**src/rtl/mipd_pkg.sv**
```systemverilog
`timescale 1ns / 1ps
// ----------------------------------------------------------------------------
// mipd_pkg
// Shared types and constants of the modem receive deframer.
// ----------------------------------------------------------------------------
package mipd_pkg;

	// width of the announced payload length and the payload counter
	localparam int LENGTH_BITS = 16;
	// line bytes counted at the head of a line before the counter stops
	localparam int PREFIX_LIMIT = 5;
	localparam int PC_W = $clog2(PREFIX_LIMIT + 1);
	localparam int TMO_W = 16;
	localparam logic [LENGTH_BITS-1:0] LEN_MAX = {LENGTH_BITS{1'b1}};

	// register reset values
	localparam logic [TMO_W-1:0] PAYLOAD_TMO_RST = TMO_W'(20);
	localparam logic [TMO_W-1:0] LENGTH_TMO_RST = TMO_W'(50);

	// register addresses (word index)
	localparam logic REG_PAYLOAD_TMO = 1'b0;
	localparam logic REG_LENGTH_TMO = 1'b1;

	// input operations
	localparam logic OP_BYTE = 1'b0;
	localparam logic OP_TICK = 1'b1;

	// result kinds
	localparam logic [1:0] KIND_LINE_BYTE = 2'd0;
	localparam logic [1:0] KIND_LINE_END = 2'd1;
	localparam logic [1:0] KIND_CLEAR = 2'd2;
	localparam logic [1:0] KIND_PAYLOAD = 2'd3;

	// characters
	localparam logic [7:0] CH_NL = 8'h0a;
	localparam logic [7:0] CH_CR = 8'h0d;
	localparam logic [7:0] CH_COLON = 8'h3a;
	localparam logic [7:0] CH_ZERO = 8'h30;
	localparam logic [7:0] CH_NINE = 8'h39;
	localparam logic [7:0] CH_I = 8'h49;
	localparam logic [7:0] CH_P = 8'h50;
	localparam logic [7:0] CH_D = 8'h44;

	typedef struct packed {
		logic [TMO_W-1:0] payload_timeout;
		logic [TMO_W-1:0] length_timeout;
	} mipd_cfg_t;

	typedef struct packed {
		logic       operation;
		logic [7:0] data_byte;
	} mipd_item_t;

	typedef struct packed {
		logic       valid;
		logic [1:0] kind;
		logic [7:0] out_byte;
		logic       payload_last;
	} mipd_result_t;

endpackage

```
**src/rtl/mipd_apb_regs.sv**
```systemverilog
`timescale 1ns / 1ps
// ----------------------------------------------------------------------------
// mipd_apb_regs
// APB register file holding the payload and length timeouts.
// ----------------------------------------------------------------------------
module mipd_apb_regs (
	input  logic               clk,
	input  logic               arst_n,
	input  logic               psel,
	input  logic               penable,
	input  logic               pwrite,
	input  logic [2:0]         paddr,
	input  logic [31:0]        pwdata,
	output logic [31:0]        prdata,
	output logic               pready,
	output mipd_pkg::mipd_cfg_t cfg
);
	import mipd_pkg::*;

	logic [TMO_W-1:0] payload_tmo_q;
	logic [TMO_W-1:0] length_tmo_q;
	logic             wr_en;

	assign pready = 1'b1;
	assign wr_en = psel && penable && pwrite && pready;

	// register writes
	always_ff @(posedge clk or negedge arst_n) begin
		if (!arst_n) begin
			payload_tmo_q <= PAYLOAD_TMO_RST;
			length_tmo_q <= LENGTH_TMO_RST;
		end else if (wr_en) begin
			unique case (paddr[2])
				REG_PAYLOAD_TMO: payload_tmo_q <= pwdata[TMO_W-1:0];
				REG_LENGTH_TMO: length_tmo_q <= pwdata[TMO_W-1:0];
				default: ;
			endcase
		end
	end

	// read mux
	always_comb begin
		unique case (paddr[2])
			REG_PAYLOAD_TMO: prdata = {{(32-TMO_W){1'b0}}, payload_tmo_q};
			REG_LENGTH_TMO: prdata = {{(32-TMO_W){1'b0}}, length_tmo_q};
			default: prdata = '0;
		endcase
	end

	assign cfg.payload_timeout = payload_tmo_q;
	assign cfg.length_timeout = length_tmo_q;

endmodule

```
**src/rtl/mipd_in_reg.sv**
```systemverilog
`timescale 1ns / 1ps
// ----------------------------------------------------------------------------
// mipd_in_reg
// Input register: holds one accepted item until the core processes it.
// ----------------------------------------------------------------------------
module mipd_in_reg (
	input  logic                 clk,
	input  logic                 arst_n,
	input  logic                 in_valid,
	output logic                 in_ready,
	input  mipd_pkg::mipd_item_t in_item,
	input  logic                 take,
	output logic                 valid_s1,
	output mipd_pkg::mipd_item_t item_s1
);
	import mipd_pkg::*;

	// register is free when empty or being consumed this cycle
	assign in_ready = !valid_s1 || take;

	always_ff @(posedge clk or negedge arst_n) begin
		if (!arst_n) begin
			valid_s1 <= 1'b0;
		end else if (in_ready) begin
			valid_s1 <= in_valid;
		end
	end

	always_ff @(posedge clk) begin
		if (in_ready && in_valid) begin
			item_s1 <= in_item;
		end
	end

endmodule

```
**src/rtl/mipd_core.sv**
```systemverilog
`timescale 1ns / 1ps
// ----------------------------------------------------------------------------
// mipd_core
// Deframer state: line, length and payload modes, prefix match, timeout.
// ----------------------------------------------------------------------------
module mipd_core (
	input  logic                   clk,
	input  logic                   arst_n,
	input  mipd_pkg::mipd_cfg_t    cfg,
	input  logic                   fire,
	input  mipd_pkg::mipd_item_t   item_s1,
	output mipd_pkg::mipd_result_t res
);
	import mipd_pkg::*;

	typedef enum logic [1:0] {
		MODE_LINE    = 2'd0,
		MODE_LENGTH  = 2'd1,
		MODE_PAYLOAD = 2'd2
	} mode_t;

	localparam logic [LENGTH_BITS+3:0] TEN = (LENGTH_BITS + 4)'(10);

	mode_t                   mode_q, mode_n, mode_eff;
	logic [PC_W-1:0]         pc_q, pc_n, pc_inc;
	logic [7:0]              pb0_q, pb1_q, pb2_q, pb0_n, pb1_n, pb2_n;
	logic [LENGTH_BITS-1:0]  len_q, len_n;
	logic [LENGTH_BITS-1:0]  cnt_q, cnt_n, cnt_inc;
	logic [TMO_W-1:0]        tmo_q, tmo_n;
	logic [LENGTH_BITS+3:0]  len_mul;
	logic [7:0]              b;
	logic [7:0]              digit;

	assign b = item_s1.data_byte;
	assign digit = b - CH_ZERO;
	assign len_mul = (LENGTH_BITS + 4)'(len_q) * TEN + (LENGTH_BITS + 4)'(digit[3:0]);
	assign cnt_inc = (cnt_q < LEN_MAX) ? cnt_q + 1'b1 : cnt_q;
	assign pc_inc = (pc_q < PC_W'(PREFIX_LIMIT)) ? pc_q + 1'b1 : pc_q;

	// effective mode: a run-out timeout drops back to line mode
	always_comb begin
		mode_eff = mode_q;
		if (mode_q != MODE_LINE && tmo_q == '0) begin
			mode_eff = MODE_LINE;
		end
	end

	// next state and result for the item in the input register
	always_comb begin
		mode_n = mode_q;
		pc_n = pc_q;
		pb0_n = pb0_q;
		pb1_n = pb1_q;
		pb2_n = pb2_q;
		len_n = len_q;
		cnt_n = cnt_q;
		tmo_n = tmo_q;
		res = '0;
		if (item_s1.operation == OP_TICK) begin
			if (tmo_q != '0) begin
				tmo_n = tmo_q - 1'b1;
			end
		end else begin
			unique case (mode_eff)
				MODE_LENGTH: begin
					if (b == CH_COLON) begin
						cnt_n = '0;
						tmo_n = cfg.payload_timeout;
						mode_n = MODE_PAYLOAD;
					end else if (b >= CH_ZERO && b <= CH_NINE) begin
						len_n = (len_mul > (LENGTH_BITS + 4)'(LEN_MAX)) ?
							LEN_MAX : len_mul[LENGTH_BITS-1:0];
					end
				end
				MODE_PAYLOAD: begin
					tmo_n = cfg.payload_timeout;
					cnt_n = cnt_inc;
					res.valid = 1'b1;
					res.kind = KIND_PAYLOAD;
					res.out_byte = b;
					if (cnt_inc >= len_q) begin
						res.payload_last = 1'b1;
						mode_n = MODE_LINE;
					end
				end
				default: begin
					mode_n = MODE_LINE;
					if (b == CH_NL) begin
						pc_n = '0;
						res.valid = 1'b1;
						res.kind = KIND_LINE_END;
					end else if (b != CH_CR) begin
						// keep the first three bytes of the line
						if (pc_q == PC_W'(0)) pb0_n = b;
						if (pc_q == PC_W'(1)) pb1_n = b;
						if (pc_q == PC_W'(2)) pb2_n = b;
						pc_n = pc_inc;
						res.valid = 1'b1;
						if (pc_inc == PC_W'(3) && pb0_n == CH_I && pb1_n == CH_P &&
							pb2_n == CH_D) begin
							mode_n = MODE_LENGTH;
							len_n = '0;
							pc_n = '0;
							tmo_n = cfg.length_timeout;
							res.kind = KIND_CLEAR;
						end else begin
							res.kind = KIND_LINE_BYTE;
							res.out_byte = b;
						end
					end
				end
			endcase
		end
	end

	// state registers
	always_ff @(posedge clk or negedge arst_n) begin
		if (!arst_n) begin
			mode_q <= MODE_LINE;
			pc_q <= '0;
			pb0_q <= '0;
			pb1_q <= '0;
			pb2_q <= '0;
			len_q <= '0;
			cnt_q <= '0;
			tmo_q <= '0;
		end else if (fire) begin
			mode_q <= mode_n;
			pc_q <= pc_n;
			pb0_q <= pb0_n;
			pb1_q <= pb1_n;
			pb2_q <= pb2_n;
			len_q <= len_n;
			cnt_q <= cnt_n;
			tmo_q <= tmo_n;
		end
	end

endmodule

```
**src/rtl/mipd_out_reg.sv**
```systemverilog
`timescale 1ns / 1ps
// ----------------------------------------------------------------------------
// mipd_out_reg
// Result register driving the master stream side.
// ----------------------------------------------------------------------------
module mipd_out_reg (
	input  logic                   clk,
	input  logic                   arst_n,
	input  logic                   load,
	input  mipd_pkg::mipd_result_t res,
	output logic                   free,
	output logic                   m_axis_tvalid,
	input  logic                   m_axis_tready,
	output logic [7:0]             m_axis_tdata,
	output logic [1:0]             m_axis_tuser,
	output logic                   m_axis_tlast
);
	import mipd_pkg::*;

	logic       valid_q;
	logic [7:0] byte_q;
	logic [1:0] kind_q;
	logic       last_q;

	// slot can take a new result when empty or drained this cycle
	assign free = !valid_q || m_axis_tready;

	always_ff @(posedge clk or negedge arst_n) begin
		if (!arst_n) begin
			valid_q <= 1'b0;
		end else if (load) begin
			valid_q <= res.valid;
		end else if (m_axis_tready) begin
			valid_q <= 1'b0;
		end
	end

	always_ff @(posedge clk) begin
		if (load && res.valid) begin
			byte_q <= res.out_byte;
			kind_q <= res.kind;
			last_q <= res.payload_last;
		end
	end

	assign m_axis_tvalid = valid_q;
	assign m_axis_tdata = byte_q;
	assign m_axis_tuser = kind_q;
	assign m_axis_tlast = last_q;

endmodule

```
**src/rtl/modem_ipd_receive_deframer.sv**
```systemverilog
`timescale 1ns / 1ps
// ----------------------------------------------------------------------------
// modem_ipd_receive_deframer
// Splits a modem receive stream into reply lines and IPD payload bytes.
// ----------------------------------------------------------------------------
// Usage:
//   s_axis carries received serial bytes (tuser 0) and millisecond ticks
//   (tuser 1). m_axis carries results: tuser is the kind (line byte, line
//   end, clear line buffer, payload byte), tdata the byte, tlast marks the
//   byte that completes an announced payload. Ticks, carriage returns and
//   bytes of the length field give no result.
//   The APB port holds the payload timeout (0x0) and length timeout (0x4).
// Timing:
//   an item is held in the input register and, once the output register is
//   free, its result is registered in the output register, which drives
//   m_axis_tvalid. One item per cycle is sustained while m_axis_tready
//   stays high; the state update for each item is a single pass through
//   the core logic.
// Reset:
//   line mode, counters and timeout cleared, timeouts back to 20 and 50.
// Stall:
//   with m_axis_tready low the output register holds its result, the input
//   register fills and then s_axis_tready drops until the output drains.
// ----------------------------------------------------------------------------
module modem_ipd_receive_deframer (
	input  logic        clk,
	input  logic        arst_n,
	// apb configuration
	input  logic        psel,
	input  logic        penable,
	input  logic        pwrite,
	input  logic [2:0]  paddr,
	input  logic [31:0] pwdata,
	output logic [31:0] prdata,
	output logic        pready,
	// input stream
	input  logic        s_axis_tvalid,
	output logic        s_axis_tready,
	input  logic [7:0]  s_axis_tdata,  // [7:0] data_byte
	input  logic        s_axis_tuser,  // [0] operation
	// result stream
	output logic        m_axis_tvalid,
	input  logic        m_axis_tready,
	output logic [7:0]  m_axis_tdata,  // [7:0] out_byte
	output logic [1:0]  m_axis_tuser,  // [1:0] kind
	output logic        m_axis_tlast
);
	import mipd_pkg::*;

	mipd_cfg_t    cfg;
	mipd_item_t   in_item;
	mipd_item_t   item_s1;
	mipd_result_t res;
	logic         valid_s1;
	logic         out_free;
	logic         fire;

	assign in_item.operation = s_axis_tuser;
	assign in_item.data_byte = s_axis_tdata;

	// item in the input register is processed when the result slot is free
	assign fire = valid_s1 && out_free;

	mipd_apb_regs u_regs (
		.clk     (clk),
		.arst_n  (arst_n),
		.psel    (psel),
		.penable (penable),
		.pwrite  (pwrite),
		.paddr   (paddr),
		.pwdata  (pwdata),
		.prdata  (prdata),
		.pready  (pready),
		.cfg     (cfg)
	);

	mipd_in_reg u_in (
		.clk      (clk),
		.arst_n   (arst_n),
		.in_valid (s_axis_tvalid),
		.in_ready (s_axis_tready),
		.in_item  (in_item),
		.take     (fire),
		.valid_s1 (valid_s1),
		.item_s1  (item_s1)
	);

	mipd_core u_core (
		.clk     (clk),
		.arst_n  (arst_n),
		.cfg     (cfg),
		.fire    (fire),
		.item_s1 (item_s1),
		.res     (res)
	);

	mipd_out_reg u_out (
		.clk           (clk),
		.arst_n        (arst_n),
		.load          (fire),
		.res           (res),
		.free          (out_free),
		.m_axis_tvalid (m_axis_tvalid),
		.m_axis_tready (m_axis_tready),
		.m_axis_tdata  (m_axis_tdata),
		.m_axis_tuser  (m_axis_tuser),
		.m_axis_tlast  (m_axis_tlast)
	);

`ifndef SYNTHESIS
	// only payload bytes can close a payload
	a_last_is_payload: assert property (@(posedge clk) disable iff (!arst_n)
		m_axis_tvalid && m_axis_tlast |-> m_axis_tuser == KIND_PAYLOAD)
		else $error("tlast on a non-payload result");

	// line end and clear results carry no byte
	a_ctrl_zero_byte: assert property (@(posedge clk) disable iff (!arst_n)
		m_axis_tvalid && (m_axis_tuser == KIND_LINE_END || m_axis_tuser == KIND_CLEAR)
		|-> m_axis_tdata == 8'h00)
		else $error("control result with nonzero byte");

	// an unprocessed item stays in the input register untouched
	a_s1_hold: assert property (@(posedge clk) disable iff (!arst_n)
		valid_s1 && !fire |=> valid_s1 && $stable(item_s1))
		else $error("input register lost or changed a pending item");

	// ticks never produce a result
	a_tick_silent: assert property (@(posedge clk) disable iff (!arst_n)
		fire && item_s1.operation == OP_TICK |-> !res.valid)
		else $error("tick produced a result");
`endif

endmodule

```
**config.mk**
```make
export PLATFORM = sky130hd
export DESIGN_NAME = modem_ipd_receive_deframer
export DESIGN_NICKNAME = d
export VERILOG_FILES = /design/src/rtl/mipd_pkg.sv /design/src/rtl/mipd_apb_regs.sv /design/src/rtl/mipd_in_reg.sv /design/src/rtl/mipd_core.sv /design/src/rtl/mipd_out_reg.sv /design/src/rtl/modem_ipd_receive_deframer.sv
export SDC_FILE = /design/constraint.sdc
export NUM_CORES = 1
export LEC_CHECK = 0
export ABC_AREA = 1
export BUFFER_PORTS_ARGS = -buffer_cell sky130_fd_sc_hd__buf_2
export CAP_MARGIN = 20
export CORE_UTILIZATION = 55
export CTS_CLUSTER_SIZE = 10
export DETAILED_ROUTE_END_ITERATION = 10
export GPL_ROUTABILITY_DRIVEN = 0
export HOLD_SLACK_MARGIN = 0.15
export PLACE_DENSITY_LB_ADDON = 0.2
export SLEW_MARGIN = 40
export SYNTH_ARGS = -nofsm -noshare
export SYNTH_HDL_FRONTEND = slang
export SYNTH_SLANG_ARGS = --single-unit
```
**constraint.sdc**
```tcl
create_clock -name clk -period 3.8 [get_ports clk]
set_input_delay 0.19 -clock clk [delete_from_list [all_inputs] [get_ports clk]]
set_output_delay 0.19 -clock clk [all_outputs]
set_load 0.02 [all_outputs]
```
==> flow_metrics.tcl, run 1 <==
set metrics [dict create \
    nets 1491 \
    place_ws_ps 373 \
    postPlaceCellArea_um2 9740 \
    final_common_cell "nand2_1" \
    syn_inst 1299 \
    first_global_vias 7985 \
    finalPower_mw 9.43 \
    internal-power_mw 4.72 \
    dieArea_um2 17400 \
    cts_tree "yes" \
    cts_setup_buffers 0 \
    cp.required_ps 4110 \
    setup-violations-final 0 \
    clockRootBuffer "clkbuf_16" \
    dieWidth_um 132 \
    seq_power_share_pct 24.8 \
    muxShareOfSynthArea_pct 0.108 \
    seq_area_um2 3380 \
    cap_violations 0 \
    syn_area_um2 9310 \
    crit_top_cell "nand2_1" \
    synth_top_family_by_area "simple AND/OR/NAND/NOR gates" \
    grt.overflow.total 0 \
    fin_skew_ps 16.8 \
    path_max_fanout 3 \
    synth-simple-area-share_pct 30.8 \
    clock_path_buffers 2 \
    synth_area_leaders "dfrtp_1 29%, nand2_1 16%, ha_1 7.4%" \
    multi_input_area_um2 4960 \
    cts_buffers 17 \
    track_usage_pct 26.6 \
    clock.fmax_mhz 296 \
    yosysTopAreaCell "dfrtp_1" \
    cts_sinks 131 \
    outcome "finished clean" \
    grt_max_degree 70 \
    slowest_stage "a221oi_1" \
    diodes 0 \
    synthXorXnorAreaFrac_pct 2.26 \
    postRouteWirelength_um 22000 \
    period_minus_slack_ps 3370 \
    initial_utilization_pct 56.3 \
    drive_gt1_share_pct 12.3 \
    clkPwrFrac_pct 16.7 \
    layout_common_cells "393 x nand2_1, 171 x inv_1, 121 x o21ai_0, 106 x dfrtp_1, 74 x nor2_1" \
    hold_ws_ps 182 \
    final_core_util_pct 64.1 \
    cp.arrival_ps 3680 \
    postRouteAntennaNets 0 \
    vias 8514 \
    worstSetupPathType "flip-flop to flip-flop" \
    max_slew_margin_pct 55.5 \
    finalSetupTns_ps 0 \
    synth_compound_gate_area_share_pct 11.4 \
    yosys.area.top_type_share_pct 28.5 \
    p_leak_nw 5.55 \
    swShare_pct 49.9 \
    grt_setup_unrepaired "false" \
    synth_seq_cells 131 \
    startpoint_type "flip-flop" \
    synthAdderAreaFrac_pct 7.82 \
    end_kind "flip-flop" \
    drv_slew 0 \
    ys.flop_type "dfrtp_1" \
    min_period_over_period_pct 88.8 \
    crit_chain "ha_1 > nand2_1 > inv_1 > nand2_1 > nor2_1 > inv_1 > nor4_2 > nand2_1 > a21oi_1 > o21ai_0 > ha_1 > a21o_1 > a221oi_1 > nand4_1 > nand2_1 > inv_1 > nor2_1 > a21oi_1" \
    hold_class "input pin to flip-flop" \
    antenna_found_initial 0 \
    detailed_place_hpwl_um 15600 \
    remaining_drc_errors 0 \
    drt_iter0_drc 591 \
    final_area_um2 10600 \
    p_per_area_nw_per_um2 891 \
    syn2layout_area_growth_pct 13.8 \
    ir_worst_vdd_mv 0.628 \
    pwr-share-comb_pct 58.5 \
    io_pins 97 \
    worstMarginPinSlew_ps 668 \
    stdcell_count 1616 \
    setup_ws_ps 425 \
    io_buffers 61 \
    synth_cell_type_count 51 \
    nFillCells 1438 \
    synth-edff-count 20 \
    p_switching_mw 4.71 \
    clk_pin_slew_ps 60 \
    grt_pass1_wl_um 37300 \
    rows 47 \
    core_area_um2 16500 \
    die_y_um 132 \
    avgSynthCellArea_um2 7.16 \
    htree_levels 4 \
    critPathMaxStageDelay_ps 430 \
    hold_violations 0 \
    vias_per_cell 5.27 \
    drt_pass1_iterations 5 \
    clk_latency_ps 430 \
    ys_warn_count 0 \
    place_inst 1555 \
    yosysSeqAreaShare_pct 36.4 \
    detail_route.wl_per_cell_um 13.6 \
    async_flop_share_pct 84.7 \
]
==> path summary, 6_finish.rpt <==
check	start	to	slack [ps]	depth (start not counted)
worst max-delay path	u_core.cnt_q[0]$_DFFE_PN0P_	u_core.mode_q[0]$_DFFE_PN0P_	430	18
worst min-delay path	m_axis_tready	u_out.m_axis_tvalid$_DFFE_PN0P_	180	4
worst max register to register	u_core.cnt_q[0]$_DFFE_PN0P_	u_core.mode_q[0]$_DFFE_PN0P_	430	18
worst min register to register	u_core.pb1_q[6]$_DFFE_PN0P_	u_core.pb1_q[6]$_DFFE_PN0P_	470	2
max in group asynchronous	arst_n	u_regs.length_tmo_q[4]$_DFFE_PN1P_	2610	3
min in group asynchronous	arst_n	u_core.cnt_q[15]$_DFFE_PN0P_	340	2
==> state kept, by name, summed over array words and instances, names as in the netlist <==
register and cells:
u_out.m_axis_tdata 8, u_core.mode_q 2, u_core.pc_q 3, u_out.m_axis_tuser 2, u_in.valid_s1 1, u_out.m_axis_tvalid 1, u_core.cnt_q 16, u_out.m_axis_tlast 1
u_regs.length_tmo_q 16, u_core.pb1_q 8, u_core.pb0_q 8, u_in.item_s1 9, u_core.len_q 16, u_core.pb2_q 8, u_core.tmo_q 16, u_regs.payload_tmo_q 16
==> power groups by stage <==
stage / Clock, mW / Sequential, mW / Combinational, mW
after global placement: 0 / 2.34 / 5.28
after detailed placement: 0 / 2.34 / 5.44
after floorplan: 0 / 2.26 / 4.41
after global routing: 1.66 / 2.40 / 6.27
after CTS: 1.59 / 2.33 / 5.51
final: 1.58 / 2.34 / 5.52
==> synth_stat cells (all sizes together) (2+ instances only) <==
cell	n
nand2	418
a211oi	7
o211ai	2
ha	55
o22ai	11
clkbuf	22
o21ai	124
nor4	3
nor3	17
nand3b	2
xor2	21
edfxtp	20
nand3	74
nor2	84
and2	3
fa	2
a21oi	41
nand4	43
o21a	5
inv	187
xnor2	3
buf	31
dfrtp	106
dfstp	5
conb	2
clkinv	3
==> final cells by class <==
cell class / instances / share of cell area, %
tap: 220 / 2.60
multi-input combinational: 940 / 46.8
clock buffer: 19 / 4.09
timing repair buffer: 103 / 6.61
inverter: 190 / 6.76
clock inverter: 13 / 1.17
sequential: 131 / 32.0
==> layer usage <==
layer	GRT usage, %	part of all wire, %	vias up
li1	-	-	4336
met1	34.8	46	3962
met2	45.1	48	191
met3	4.65	4.1	25
met4	7.75	1.4	0
met5	0	0	-
==> worst max-delay path, delay by kind of cell, from the launching register on <==
kind	cells	cell delay, ps
AO/OA/AOI/OAI	5	980
buffers and inverters	3	240
flip-flops	1	380
adder cells (fa/ha/maj)	2	520
AND/OR/NAND/NOR	8	1130
==> cells by family (layout without fill, tap and decap cells) <==
family,Yosys count,after routing
xor gates and xnor gates,24,24
muxes,1,1
DFF,131,131
and+or+nand+nor,645,645
buffers and inverters,243,325
other,2,17
AOI/OAI and AO/OA,196,196
adders and majority gates,57,57
==> what timing repair did <==
| action | CTS | global route |
|---|---|---|
| endpoints found under the setup margin | 0 | 1 |
| gates resized for setup | 0 | 1 |
| hold endpoints to repair | 107 | 0 |
| hold buffers | 29 | 0 |
No activity file was read; power rests on OpenSTA's default activity.
==> inputs of run 2 (changes only) <==
Settings changed: ABC_AREA 1 to 0.
==> run 2 against run 1 <==
The run now ends with negative setup slack left. Synthesized cell count is 38% lower. Cell count is 27% lower. Wire length is 3.3% higher. Sequential power is 7% lower. Count of clock-buffer cells in the layout is 1 higher. Largest cell class unchanged.
==> flow_metrics.tcl, run 2 <==
set metrics [dict create \
    outcome "finished, violations left" \
    violations "negative setup slack" \
    ys_warn_count 0 \
    antenna_found_initial 0 \
    hold_class "input pin to asynchronous set/reset pin" \
    layout_common_cells "105 x dfrtp_1, 78 x buf_4, 74 x mux2_2, 60 x buf_2, 47 x ha_1" \
    clock_path_buffers 2 \
    dieWidth_um 125 \
    crit_chain "ha_4 > ha_4 > inv_2 > fa_2 > xor2_2 > or3b_4 > nor4_4 > nand4_2 > nor4b_2 > mux2_2 > o41a_1 > buf_6 > a221o_1" \
    syn_inst 807 \
    vias 7229 \
    rr_worst_depth 13 \
    cts_buffers 17 \
    setup_ws_ps -148 \
    synth_cell_type_count 73 \
    synth_seq_cells 131 \
    postPlaceCellArea_um2 9320 \
    io_buffers 61 \
    grt_max_degree 47 \
    core_area_um2 14600 \
    syn_area_um2 8280 \
    period_minus_slack_ps 3950 \
    cts_tree "yes" \
    drive_gt1_share_pct 38.8 \
    synthAdderAreaFrac_pct 8.79 \
    yosysTopAreaCell "dfrtp_1" \
    synth-edff-count 20 \
    crit_top_cell "ha_4" \
    pwr-share-comb_pct 43.1 \
    swShare_pct 36.3 \
    die_y_um 125 \
    cap_violations 0 \
    yosysMostFrequentCell "dfrtp_1" \
    dieArea_um2 15600 \
    synth_common_cells "106 x dfrtp_1, 80 x mux2_2, 55 x ha_1" \
    critPathMaxStageDelay_ps 440 \
    multi_input_area_um2 5150 \
    synth-simple-area-share_pct 14.5 \
    yosys.area.top_type_share_pct 32.0 \
    path_max_fanout 8 \
    io_pins 97 \
    fin_skew_ps 13.6 \
    nets 1089 \
    final_core_util_pct 75.4 \
    max_slew_margin_pct 61.0 \
    startpoint_type "flip-flop" \
    postRouteAntennaNets 0 \
    avgSynthCellArea_um2 10.3 \
    cp_num_cells 13 \
    async_flop_share_pct 84.7 \
    syn2layout_area_growth_pct 32.8 \
    diodes 0 \
    postRouteWirelength_um 22700 \
    p_per_area_nw_per_um2 613 \
    clkPwrFrac_pct 24.6 \
    detailed_place_hpwl_um 14100 \
    muxShareOfSynthArea_pct 12.5 \
    hold_violations 0 \
    finalSetupTns_ps -3260 \
    ff2ff_setup_slack_ps -150 \
    r2r_end "u_core.len_q[3]$_DFFE_PN0P_" \
    end_kind "flip-flop" \
    cp.required_ps 4100 \
    finalPower_mw 6.74 \
    p_leak_nw 4.99 \
    synthXorXnorAreaFrac_pct 3.38 \
    htree_levels 4 \
    clk_pin_slew_ps 60 \
    initial_utilization_pct 56.8 \
    internal-power_mw 4.30 \
    ir_worst_vdd_mv 0.437 \
    hold_ws_ps 276 \
    rows 44 \
    clockRootBuffer "clkbuf_16" \
    grt_pass1_wl_um 35000 \
    drt_pass1_iterations 5 \
    rr_startpoint "u_core.len_q[3]$_DFFE_PN0P_" \
    grt.overflow.total 0 \
    p_switching_mw 2.44 \
    synth_compound_gate_area_share_pct 15.1 \
    track_usage_pct 27.9 \
    clock.fmax_mhz 253 \
    final_common_cell "dfrtp_1" \
    seq_power_share_pct 32.3 \
    first_global_vias 7295 \
    critPathBufInv 2 \
    final_area_um2 11000 \
    remaining_drc_errors 0 \
    cts_sinks 131 \
    vias_per_cell 6.14 \
    grt_setup_unrepaired "true" \
    drv_slew 0 \
    drt_iter0_drc 491 \
    critPathTopFamily "simple AND/OR/NAND/NOR gates" \
    clk_latency_ps 430 \
    detail_route.wl_per_cell_um 19.3 \
    yosysSeqAreaShare_pct 40.9 \
    setup-violations-final 54 \
    seq_area_um2 3390 \
    slowest_stage "o41a_1" \
    synth_area_leaders "dfrtp_1 32%, mux2_2 11%, ha_1 8.3%" \
    nFillCells 918 \
    min_period_over_period_pct 104 \
    ys.flop_type "dfrtp_1" \
    cp.arrival_ps 4250 \
    worstSetupPathType "flip-flop to flip-flop" \
    worstMarginPinSlew_ps 585 \
    synth_top_family_by_area "compound AO/OA/AOI/OAI gates" \
]
[run 2: worst max-delay path by stage]
stage                                start                            to
6_report       u_core.len_q[3]$_DFFE_PN0P_   u_core.len_q[3]$_DFFE_PN0P_
5_1_grt        u_core.len_q[3]$_DFFE_PN0P_   u_core.len_q[2]$_DFFE_PN0P_
4_1_cts        u_core.len_q[3]$_DFFE_PN0P_   u_core.len_q[3]$_DFFE_PN0P_
3_5_place_dp   u_core.len_q[3]$_DFFE_PN0P_   u_core.len_q[3]$_DFFE_PN0P_
3_3_place_gp   u_core.len_q[3]$_DFFE_PN0P_  u_core.len_q[14]$_DFFE_PN0P_
2_1_floorplan  u_core.len_q[1]$_DFFE_PN0P_  u_core.len_q[10]$_DFFE_PN0P_
[run 2: kinds of logic (layout without fill, tap and decap cells)]
kind of cell    after synthesis  after routing
fa+ha+maj                    57             57
mux                          93             93
simple gates                224            226
buf+inv                      87            257
other cells                   2             17
compound gates              181            181
xor+xnor                     32             32
flops                       131            131
[run 2: metrics by stage]
stage               worst slack [ps]  cells
floorplan                      -98.1    822
global placement               -76.8   1089
detailed placement              -243   1091
CTS                            -56.5   1158
global route                    -267   1178
finish                          -148   1178
[run 2: final cells by class]
type	count	share of cell area [%]
clock buffer	20	4.06
inverter	37	1.26
timing repair buffer	188	13.7
tap	184	2.09
multi-input combinational	606	46.8
sequential	131	30.8
clock inverter	12	1.31
[run 2: power by group through the flow]
stage / Clock (mW) / Sequential, mW / Combinational (mW)
5_1_grt: 1.72 / 2.23 / 3.14
3_3_place_gp: 0 / 2.13 / 2.36
6_report: 1.66 / 2.18 / 2.91
2_1_floorplan: 0 / 2.07 / 1.74
4_1_cts: 1.65 / 2.15 / 2.63
3_5_place_dp: 0 / 2.16 / 2.48
[run 2: what timing repair did]
action                     4_1_cts  5_1_grt
hold endpoints to repair        75        0
pin swaps                        8       35
buffers inserted                 5       14
setup endpoints to repair       95       89
cloned                           1        6
hold buffers                    29        0
resized for setup               53       89
[run 2: metal layers]
layer	share of wire [%]	GRT usage, %
met1	40	33.8
met3	5.2	4.94
met5	0	0
met4	2.3	9.43
met2	52	49.8
==> inputs of run 3 (changes only) <==
Settings changed: CTS_BUF_LIST from default to sky130_fd_sc_hd__clkbuf_8.
==> run 3 against run 2 <==
The run still ends with negative setup slack left. Die area unchanged. Count of clock-buffer cells in the layout decreased by 2. Combinational power about the same. Sequential cell count unchanged. Sequential power about the same. Clock skew increased by 10 ps. Clock power decreased by 28%. Register-to-register slack about the same. Setup slack got worse by 15 ps. Critical endpoint is now u_core.len_q[1]$_DFFE_PN0P_. Largest cell class unchanged.
==> flow_metrics.tcl, run 3 (synthesis results as in run 2) <==
set metrics [dict create \
    min_period_over_period_pct 104 \
    detail_route.wl_per_cell_um 18.7 \
    core_area_um2 14600 \
    cts_tree "yes" \
    clock.fmax_mhz 252 \
    grt_max_degree 47 \
    clk_pin_slew_ps 80 \
    clock_path_buffers 2 \
    hold_violations 0 \
    drv_slew 0 \
    finalPower_mw 6.29 \
    die_y_um 125 \
    antenna_found_initial 0 \
    nFillCells 940 \
    p_per_area_nw_per_um2 579 \
    cts_sinks 131 \
    cap_violations 0 \
    drt_pass1_iterations 5 \
    htree_levels 4 \
    final_common_cell "dfrtp_1" \
    postRouteAntennaNets 0 \
    setup-violations-final 39 \
    worstSetupPathType "flip-flop to flip-flop" \
    detailed_place_hpwl_um 14100 \
    diodes 0 \
    hold_class "input pin to asynchronous set/reset pin" \
    io_pins 97 \
    syn2layout_area_growth_pct 31.3 \
    path_max_fanout 8 \
    cp.arrival_ps 4300 \
    drt_iter0_drc 574 \
    worstMarginPinSlew_ps 604 \
    max_slew_margin_pct 59.7 \
    hold_ws_ps 230 \
    grt_pass1_wl_um 34200 \
    end_kind "flip-flop" \
    io_buffers 61 \
    p_leak_nw 4.92 \
    outcome "finished, violations left" \
    cp-startpoint "u_core.len_q[3]$_DFFE_PN0P_" \
    setup_ws_ps -163 \
    fin_skew_ps 23.6 \
    nets 1092 \
    startpoint_type "flip-flop" \
    rr_startpoint "u_core.len_q[3]$_DFFE_PN0P_" \
    grt_setup_unrepaired "true" \
    drive_gt1_share_pct 39.9 \
    vias_per_cell 6.04 \
    final_core_util_pct 74.5 \
    postRouteWirelength_um 22100 \
    rows 44 \
    clockRootBuffer "clkbuf_8" \
    period_minus_slack_ps 3960 \
    vias 7128 \
    violations "negative setup slack" \
    remaining_drc_errors 0 \
    clk_latency_ps 470 \
    grt.overflow.total 0 \
    dieArea_um2 15600 \
    ir_worst_vdd_mv 0.390 \
    layout_common_cells "105 x dfrtp_1, 81 x buf_4, 76 x mux2_2, 60 x buf_2, 46 x ha_1" \
    first_global_vias 7133 \
    dieWidth_um 125 \
    initial_utilization_pct 56.8 \
    cp.required_ps 4140 \
    track_usage_pct 27.2 \
    cts_buffers 17 \
]
[run 3: cell types whose count changed in the layout (fill, tap and decap cells not counted), moves of 3 or more]
| cell | before | now |
|---|---|---|
| a21oi_1 | 32 | 23 |
| a21oi_2 | 9 | 15 |
| a21oi_4 | 3 | 6 |
| buf_4 | 78 | 81 |
| clkbuf_16 | 20 | 2 |
| clkbuf_8 | 1 | 18 |
| o21ai_0 | 21 | 24 |
| o21ai_1 | 11 | 6 |
[run 3: layout make-up]
cell class | count | area, um^2 | area share [%]
multi-input cells | 607 | 5200 | 47.8
flip-flops and latches | 131 | 3390 | 31.1
repair buffers | 190 | 1520 | 14.0
clock buffers | 18 | 248 | 2.28
well taps | 184 | 230 | 2.12
clock inverters | 14 | 151 | 1.39
inverters | 37 | 144 | 1.32
[run 3: path summary, 6_finish.rpt]
path                       cells past startpoint                                   to  slack [ps]
max                                           13          u_core.len_q[1]$_DFFE_PN0P_        -160
min                                            2         u_core.len_q[11]$_DFFE_PN0P_         230
max reg2reg                                   13          u_core.len_q[1]$_DFFE_PN0P_        -160
min reg2reg                                    1          u_core.pb2_q[3]$_DFFE_PN0P_         510
max in group asynchronous                      3  u_regs.payload_tmo_q[9]$_DFFE_PN0P_        2590
min in group clk                               3   u_regs.length_tmo_q[3]$_DFFE_PN0P_         340
[run 3: critical path: stages (launching register included)]
cell	delay (ps)
dfrtp_1	440
ha_4	290
ha_4	120
inv_2	40
fa_2	350
xor2_2	160
or3b_4	400
nor4_4	340
nand4_2	170
nor4b_2	250
mux2_2	370
o41a_1	440
buf_6	170
a221o_1	290
[run 3: layer usage]
layer  routed length (um)  share of wire [%]  up-vias  track usage (%)
li1                     -                  -     3309                -
met1                 9230                 42     3558             33.5
met2                11400                 52      210             47.6
met3                  954                4.3       51             5.28
met4                  495                2.2        0             9.07
met5                    0                  0        -                0
[run 3: timing repair]
| item | 4_1_cts | 5_1_grt |
|---|---|---|
| hold buffers | 29 | 0 |
| pin swaps | 10 | 43 |
| endpoints found under the hold margin | 75 | 0 |
| setup endpoints to repair | 95 | 90 |
| gates resized for setup | 46 | 107 |
| buffers inserted | 7 | 14 |
| gates cloned | 3 | 5 |
[run 3: power by group]
| part | internal, mW | leakage, nW | switching, mW |
|---|---|---|---|
| clock | 0.607 | 0.205 | 0.594 |
| combinational | 1.50 | 3.14 | 1.42 |
| sequential | 1.81 | 1.57 | 0.360 |
[run 3: stage by stage]
stage	setup TNS, ps	area (um^2)	setup slack, ps	cells
6_report	-3250	10900	-163	1181
4_1_cts	-703	10300	-65.1	1162
3_5_place_dp	-8010	9320	-243	1091
5_1_grt	-9320	10900	-286	1181
2_1_floorplan	-1270	8470	-98.1	822
3_3_place_gp	-1670	9300	-76.8	1089
